## src/assert_macros.svh

```systemverilog
// assertion macros used by the priority queue rtl
// no dependencies; expects clk and rst_n in the including module
`ifndef ASSERT_MACROS_SVH
`define ASSERT_MACROS_SVH

// property checked on every clock edge, disabled while in reset
`define SRPQ_ASSERT(label, prop, msg) \
    label: assert property (@(posedge clk) disable iff (!rst_n) (prop)) else $error(msg);

// property checked on every clock edge, reset included
`define SRPQ_ASSERT_ALWAYS(label, prop, msg) \
    label: assert property (@(posedge clk) (prop)) else $error(msg);

`endif

```

## src/srpq_pkg.sv

```systemverilog
// shared types and constants of the sorted priority queue
// no dependencies
package srpq_pkg;

    localparam int DEPTH        = 16;
    localparam int KEY_BITS     = 32;
    localparam int PAYLOAD_BITS = 32;
    localparam int CNT_W        = $clog2(DEPTH + 1);
    localparam int CAP_W        = 5;
    localparam int OCC_W        = 5;
    localparam int CMP_W        = (CNT_W > CAP_W) ? CNT_W : CAP_W;

    typedef enum logic
    {
        KIND_ENQ = 1'b0,
        KIND_DEQ = 1'b1
    } kind_t;

    typedef enum logic [1:0]
    {
        ST_DONE  = 2'd0,
        ST_FULL  = 2'd1,
        ST_EMPTY = 2'd2
    } status_t;

    typedef struct packed
    {
        logic [KEY_BITS-1:0]     key;
        logic [PAYLOAD_BITS-1:0] payload;
    } entry_t;

    // per-cell control from the chain
    typedef struct packed
    {
        logic enq;
        logic deq;
        logic occupied;
        logic tail;
    } cell_ctrl_t;

    // one result transaction
    typedef struct packed
    {
        logic [KEY_BITS-1:0]     out_key;
        logic [PAYLOAD_BITS-1:0] out_payload;
        logic                    out_valid;
        status_t                 status;
        logic [OCC_W-1:0]        occupancy;
    } result_t;

endpackage

```

## src/srpq_cell.sv

```systemverilog
// one slot of the sorted chain: compares its key and shifts with neighbors
// depends on srpq_pkg
module srpq_cell
    import srpq_pkg::*;
(
    input  logic       clk,
    input  cell_ctrl_t ctrl,
    input  entry_t     new_entry,
    input  entry_t     left_entry,
    input  logic       left_gt,
    input  entry_t     right_entry,
    output entry_t     entry,
    output logic       gt
);

    entry_t entry_reg;
    entry_t entry_next;

    // held entry sorts after the incoming key
    assign gt    = ctrl.occupied && (entry_reg.key > new_entry.key);
    assign entry = entry_reg;

    // insert shifts up, dequeue shifts down
    always_comb
    begin
        entry_next = entry_reg;
        if (ctrl.enq)
        begin
            if (left_gt)
            begin
                entry_next = left_entry;
            end
            else if (gt || ctrl.tail)
            begin
                entry_next = new_entry;
            end
        end
        else if (ctrl.deq)
        begin
            entry_next = right_entry;
        end
    end

    // entry storage (key and payload), undefined until written
    always_ff @(posedge clk)
    begin
        entry_reg <= entry_next;
    end

endmodule

```

## src/srpq_chain.sv

```systemverilog
// row of cells with the entry counter and full/empty decisions
// depends on srpq_pkg, srpq_cell and assert_macros.svh
`include "assert_macros.svh"

module srpq_chain
    import srpq_pkg::*;
(
    input  logic             clk,
    input  logic             rst_n,
    input  logic             op_en,
    input  kind_t            kind,
    input  entry_t           new_entry,
    input  logic [CAP_W-1:0] capacity,
    output result_t          result
);

    logic [CNT_W-1:0] count_reg;
    logic [CNT_W-1:0] count_next;
    logic             full;
    logic             empty;
    logic             do_enq;
    logic             do_deq;

    entry_t     cell_entry [DEPTH];
    logic       cell_gt    [DEPTH];
    cell_ctrl_t cell_ctrl  [DEPTH];

    // limit is min(capacity, DEPTH)
    assign full   = (CMP_W'(count_reg) >= CMP_W'(capacity))
                 || (CMP_W'(count_reg) >= CMP_W'(DEPTH));
    assign empty  = (count_reg == '0);
    assign do_enq = op_en && (kind == KIND_ENQ) && !full;
    assign do_deq = op_en && (kind == KIND_DEQ) && !empty;

    // the row of cells
    for (genvar i = 0; i < DEPTH; i++)
    begin : g_cell
        entry_t left_entry;
        logic   left_gt;
        entry_t right_entry;

        if (i == 0)
        begin : g_first
            assign left_entry = new_entry;
            assign left_gt    = 1'b0;
        end
        else
        begin : g_inner
            assign left_entry = cell_entry[i-1];
            assign left_gt    = cell_gt[i-1];
        end

        if (i == DEPTH - 1)
        begin : g_last
            assign right_entry = cell_entry[i];
        end
        else
        begin : g_body
            assign right_entry = cell_entry[i+1];
        end

        assign cell_ctrl[i].enq      = do_enq;
        assign cell_ctrl[i].deq      = do_deq;
        assign cell_ctrl[i].occupied = (CNT_W'(i) < count_reg);
        assign cell_ctrl[i].tail     = (CNT_W'(i) == count_reg);

        srpq_cell u_cell
        (
            .clk         (clk),
            .ctrl        (cell_ctrl[i]),
            .new_entry   (new_entry),
            .left_entry  (left_entry),
            .left_gt     (left_gt),
            .right_entry (right_entry),
            .entry       (cell_entry[i]),
            .gt          (cell_gt[i])
        );
    end

    // entry counter
    always_comb
    begin
        count_next = count_reg;
        if (do_enq)
        begin
            count_next = count_reg + CNT_W'(1);
        end
        else if (do_deq)
        begin
            count_next = count_reg - CNT_W'(1);
        end
    end

    always_ff @(posedge clk or negedge rst_n)
    begin
        if (!rst_n)
        begin
            count_reg <= '0;
        end
        else
        begin
            count_reg <= count_next;
        end
    end

    // result of the current transaction
    always_comb
    begin
        result.out_key     = '0;
        result.out_payload = '0;
        result.out_valid   = 1'b0;
        result.status      = ST_DONE;
        result.occupancy   = OCC_W'(count_next);
        if (kind == KIND_ENQ)
        begin
            if (full)
            begin
                result.status = ST_FULL;
            end
        end
        else
        begin
            if (empty)
            begin
                result.status = ST_EMPTY;
            end
            else
            begin
                result.out_key     = cell_entry[0].key;
                result.out_payload = cell_entry[0].payload;
                result.out_valid   = 1'b1;
            end
        end
    end

    `SRPQ_ASSERT_ALWAYS(a_count_bound, count_reg <= CNT_W'(DEPTH), "entry count above depth")
    `SRPQ_ASSERT(a_enq_count, do_enq |=> count_reg == $past(count_reg) + CNT_W'(1), "enqueue did not add an entry")
    `SRPQ_ASSERT(a_deq_count, do_deq |=> count_reg == $past(count_reg) - CNT_W'(1), "dequeue did not remove an entry")
    `SRPQ_ASSERT(a_refuse_hold, (op_en && !do_enq && !do_deq) |=> $stable(count_reg), "refused operation changed the count")

endmodule

```

## src/sorted_ring_priority_queue.sv

```systemverilog
// sorted priority queue: each transaction is an enqueue or a dequeue, one result each
// the result is registered at the edge that accepts the input transaction
// throughput: one transaction per cycle if not stalled; all cells compare and shift
// reset: entry count clears to empty, capacity returns to 16; slot contents stay undefined
// depends on srpq_pkg and srpq_chain
module sorted_ring_priority_queue
    import srpq_pkg::*;
(
    input  logic                    clk,
    input  logic                    rst_n,
    // configuration port
    input  logic                    psel,
    input  logic                    penable,
    input  logic                    pwrite,
    input  logic [2:0]              paddr,
    input  logic [31:0]             pwdata,
    output logic [31:0]             prdata,
    output logic                    pready,
    // input channel
    input  logic                    in_valid,
    output logic                    in_stall,
    input  logic                    kind,
    input  logic [KEY_BITS-1:0]     entry_key,
    input  logic [PAYLOAD_BITS-1:0] entry_payload,
    // result channel
    output logic                    res_valid,
    input  logic                    res_stall,
    output logic [KEY_BITS-1:0]     out_key,
    output logic [PAYLOAD_BITS-1:0] out_payload,
    output logic                    out_valid,
    output logic [1:0]              status,
    output logic [OCC_W-1:0]        occupancy
);

    logic [CAP_W-1:0] capacity_reg;
    logic             res_valid_reg;
    logic             res_valid_next;
    result_t          result_reg;
    result_t          result;
    logic             accept;
    entry_t           new_entry;

    // configuration register, decoded at every address with paddr[2] low
    assign pready = 1'b1;
    assign prdata = (paddr[2] == 1'b0) ? 32'(capacity_reg) : 32'd0;

    always_ff @(posedge clk or negedge rst_n)
    begin
        if (!rst_n)
        begin
            capacity_reg <= CAP_W'(16);
        end
        else if (psel && penable && pwrite && pready && (paddr[2] == 1'b0))
        begin
            capacity_reg <= pwdata[CAP_W-1:0];
        end
    end

    // transaction accept, the result register frees each cycle it is taken
    assign in_stall        = res_valid_reg && res_stall;
    assign accept          = in_valid && !in_stall;
    assign new_entry.key     = entry_key;
    assign new_entry.payload = entry_payload;

    srpq_chain u_chain
    (
        .clk       (clk),
        .rst_n     (rst_n),
        .op_en     (accept),
        .kind      (kind_t'(kind)),
        .new_entry (new_entry),
        .capacity  (capacity_reg),
        .result    (result)
    );

    // result register
    always_comb
    begin
        res_valid_next = res_valid_reg && res_stall;
        if (accept)
        begin
            res_valid_next = 1'b1;
        end
    end

    always_ff @(posedge clk or negedge rst_n)
    begin
        if (!rst_n)
        begin
            res_valid_reg <= 1'b0;
        end
        else
        begin
            res_valid_reg <= res_valid_next;
        end
    end

    always_ff @(posedge clk)
    begin
        if (accept)
        begin
            result_reg <= result;
        end
    end

    assign res_valid   = res_valid_reg;
    assign out_key     = result_reg.out_key;
    assign out_payload = result_reg.out_payload;
    assign out_valid   = result_reg.out_valid;
    assign status      = result_reg.status;
    assign occupancy   = result_reg.occupancy;

endmodule
```

## config.mk

```make
export PLATFORM = sky130hd
export DESIGN_NAME = sorted_ring_priority_queue
export DESIGN_NICKNAME = d
export VERILOG_FILES = /design/src/srpq_pkg.sv /design/src/srpq_cell.sv /design/src/srpq_chain.sv /design/src/sorted_ring_priority_queue.sv
export VERILOG_INCLUDE_DIRS = /design/src /design/src/src
export SDC_FILE = /design/constraint.sdc
export NUM_CORES = 2
export LEC_CHECK = 0
export BUFFER_PORTS_ARGS = -buffer_cell sky130_fd_sc_hd__buf_2
export CORE_MARGIN = 4
export CORE_UTILIZATION = 35
export DETAILED_ROUTE_END_ITERATION = 16
export REMOVE_ABC_BUFFERS = 1
export SLEW_MARGIN = 20
export SYNTH_ARGS = -nofsm -noshare
export SYNTH_HDL_FRONTEND = slang
export SYNTH_HIERARCHICAL = 1
export SYNTH_SLANG_ARGS = --single-unit
export TNS_END_PERCENT = 10
```

## constraint.sdc

```tcl
create_clock -name clk -period 10.35 [get_ports clk]
set_input_delay 1.5525 -clock clk [delete_from_list [all_inputs] [get_ports clk]]
set_output_delay 1.5525 -clock clk [all_outputs]
set_load 0.01 [all_outputs]
```

==> results.cfg <==
[outcome]
run_status = finished clean

[clock_tree]
worstSkewPairLatency_ns = 0.78
clock_path_buffers = 3
cts_sinks = 1107
path_clk_slew_ns = 0.06
cts_resized = 0
tritoncts.num_buffers = 118
tritoncts = done
hold_buffers = 0
htreeDepth = 3
root_buffer = clkbuf_16
post-cts-setup-buffers = 0

[cells_and_area]
final_cells = 9325
drive_gt1_share_pct = 7.02
fill_cells = 18933
final_nets = 7232
multi_input_area_sq_um = 32400
syn_to_final_growth_pct = 10.4
final_cell_mix = a21oi_1 (1217), edfxtp_1 (1096), nor2_1 (1081)
largest_reg_flops = 1024
register_area_sq_um = 33200
layout_commonest_cell = a21oi_1

[timing]
relSlewSlack_pct = 24.9
fmax_mhz = 158
fin_crit_sh_pct = 61.3
finalMaxSlewViolations = 0
tightest_slew_ns = 1.12
layout_min_cycle_time_ns = 6.35
hold_ws_ns = 0.531
hold_viol = 0
rsz0062_at_grt = no
setup_viol = 0
setup_slack_ns = 4.00
skew_ns = 0.0516
fin_setup_tns_ns = 0

[drt]
dr.pass1.iters = 5
num_vias = 49774
post_drt_wl_per_cell_um = 19.6
drt_iter0_markers = 3920
wl_um = 183000
drc = 0
antenna_left = 0
viasPerCell = 5.34

[setup_path]
worstSetupPathType = input pin to register
worst_path_max_delay_cell = a21boi_4
crit_buf_inv = 3
path_cells = buf_2 > inv_1 > ha_1 > nand4_1 > or3_1 > nor2_1 > o31ai_1 > a21boi_4 > nor2_1 > nand2_1 > nor4_1 > a21oi_4 > buf_4
cp.required_ns = 10.74
start_kind = input pin
cp_common_cell = nor2_1
endpoint_kind = register
cp_top_family = compound AO/OA/AOI/OAI gates
cp_max_fo = 43
slowest_delay_ns = 0.89
crit_arrival_ns = 6.74

[floorplan]
num_rows = 162
die_w_um = 451
die_area_sq_um = 204000
fp.dieH_um = 451
core-area_sq_um = 195000
start_util_pct = 35.2
io_pins = 214

[place]
pre_cts_ws_ns = 3.24
dp_hpwl_um = 123000
place_congestion = 0.814
placedCellCount = 9106
port_buffers = 156

[pwr]
ir_drop_uv = 151
powerDensity_nw_per_um2 = 155
switchingPower_mw = 3.41
seq_power_share_pct = 46.0
intPower_mw = 8.38
p_comb_share_pct = 18.5
clkPwrFrac_pct = 35.5
p_sw_share_pct = 28.9
total_leakage_power_nw = 31.6

[global_route]
grt_pass1_wl_um = 284000
grt_max_degree = 288
grt_pass1_vias = 50302
gr-total-overflow = 0
grt_usage_pct = 17.3
antenna_found_initial = 5

[synthesis]
yosysWarningCount = 6
syn_inst = 6607
synthesis.area_sq_um = 68800
avgSynthCellArea_sq_um = 10.4

[worst_hold_path]
min_path_type = register to register

[job]
maxCapViolCount = 0
## power groups by stage
stage                     sequential, mW  combinational (mW)  clock (mW)
after floorplan                     5.51                1.89           0
after global placement              5.52                2.12           0
after detailed placement            5.52                2.17           0
after CTS                           5.43                2.18        4.31
after global routing                5.45                2.39        4.48
final                               5.43                2.18        4.19
## final cells by class
type / instances / share of cell area [%]
flip-flops and latches: 1107 / 43.7
multi-input cells: 4629 / 42.6
well taps: 2624 / 4.32
clock buffers: 144 / 4.07
inverters: 522 / 2.58
repair buffers: 225 / 1.84
clock inverters: 72 / 0.837
diodes: 2 / 0.00659
## metal layers
metal,up-vias,share of wire (%),track usage [%]
li1,24045,-,-
met1,24535,45,22.5
met2,980,48,30.2
met3,210,4.2,1.80
met4,4,2.7,5.51
met5,-,0.011,0
## final timing paths
path                                                      from                                  end  slack (ns)  depth (start not counted)
setup reg to reg           u_chain/g_cell[14].u_cell/entry[63]  u_chain/g_cell[15].u_cell/entry[22]        4.96                         11
hold / removal                                 capacity_reg[2]                      capacity_reg[2]        0.53                          1
max in group asynchronous                                rst_n                      capacity_reg[4]        9.43                          1
setup / recovery                                 entry_key[30]  u_chain/g_cell[15].u_cell/entry[22]        4.00                         13
min in group asynchronous                                rst_n                 u_chain/count_reg[2]        0.65                          1
hold reg to reg                                capacity_reg[2]                      capacity_reg[2]        0.53                          1
## metrics by stage
stage / area (sq um) / utilization, % / power, mW
global route: 75900 / 38.9 / 12.3
CTS: 75900 / 38.9 / 11.9
global placement: 72200 / 37.0 / 7.64
floorplan: 67200 / - / 7.40
finish: 76000 / 38.9 / 11.8
detailed placement: 72200 / 37.0 / 7.70
Power figures use the tool's default switching activity.
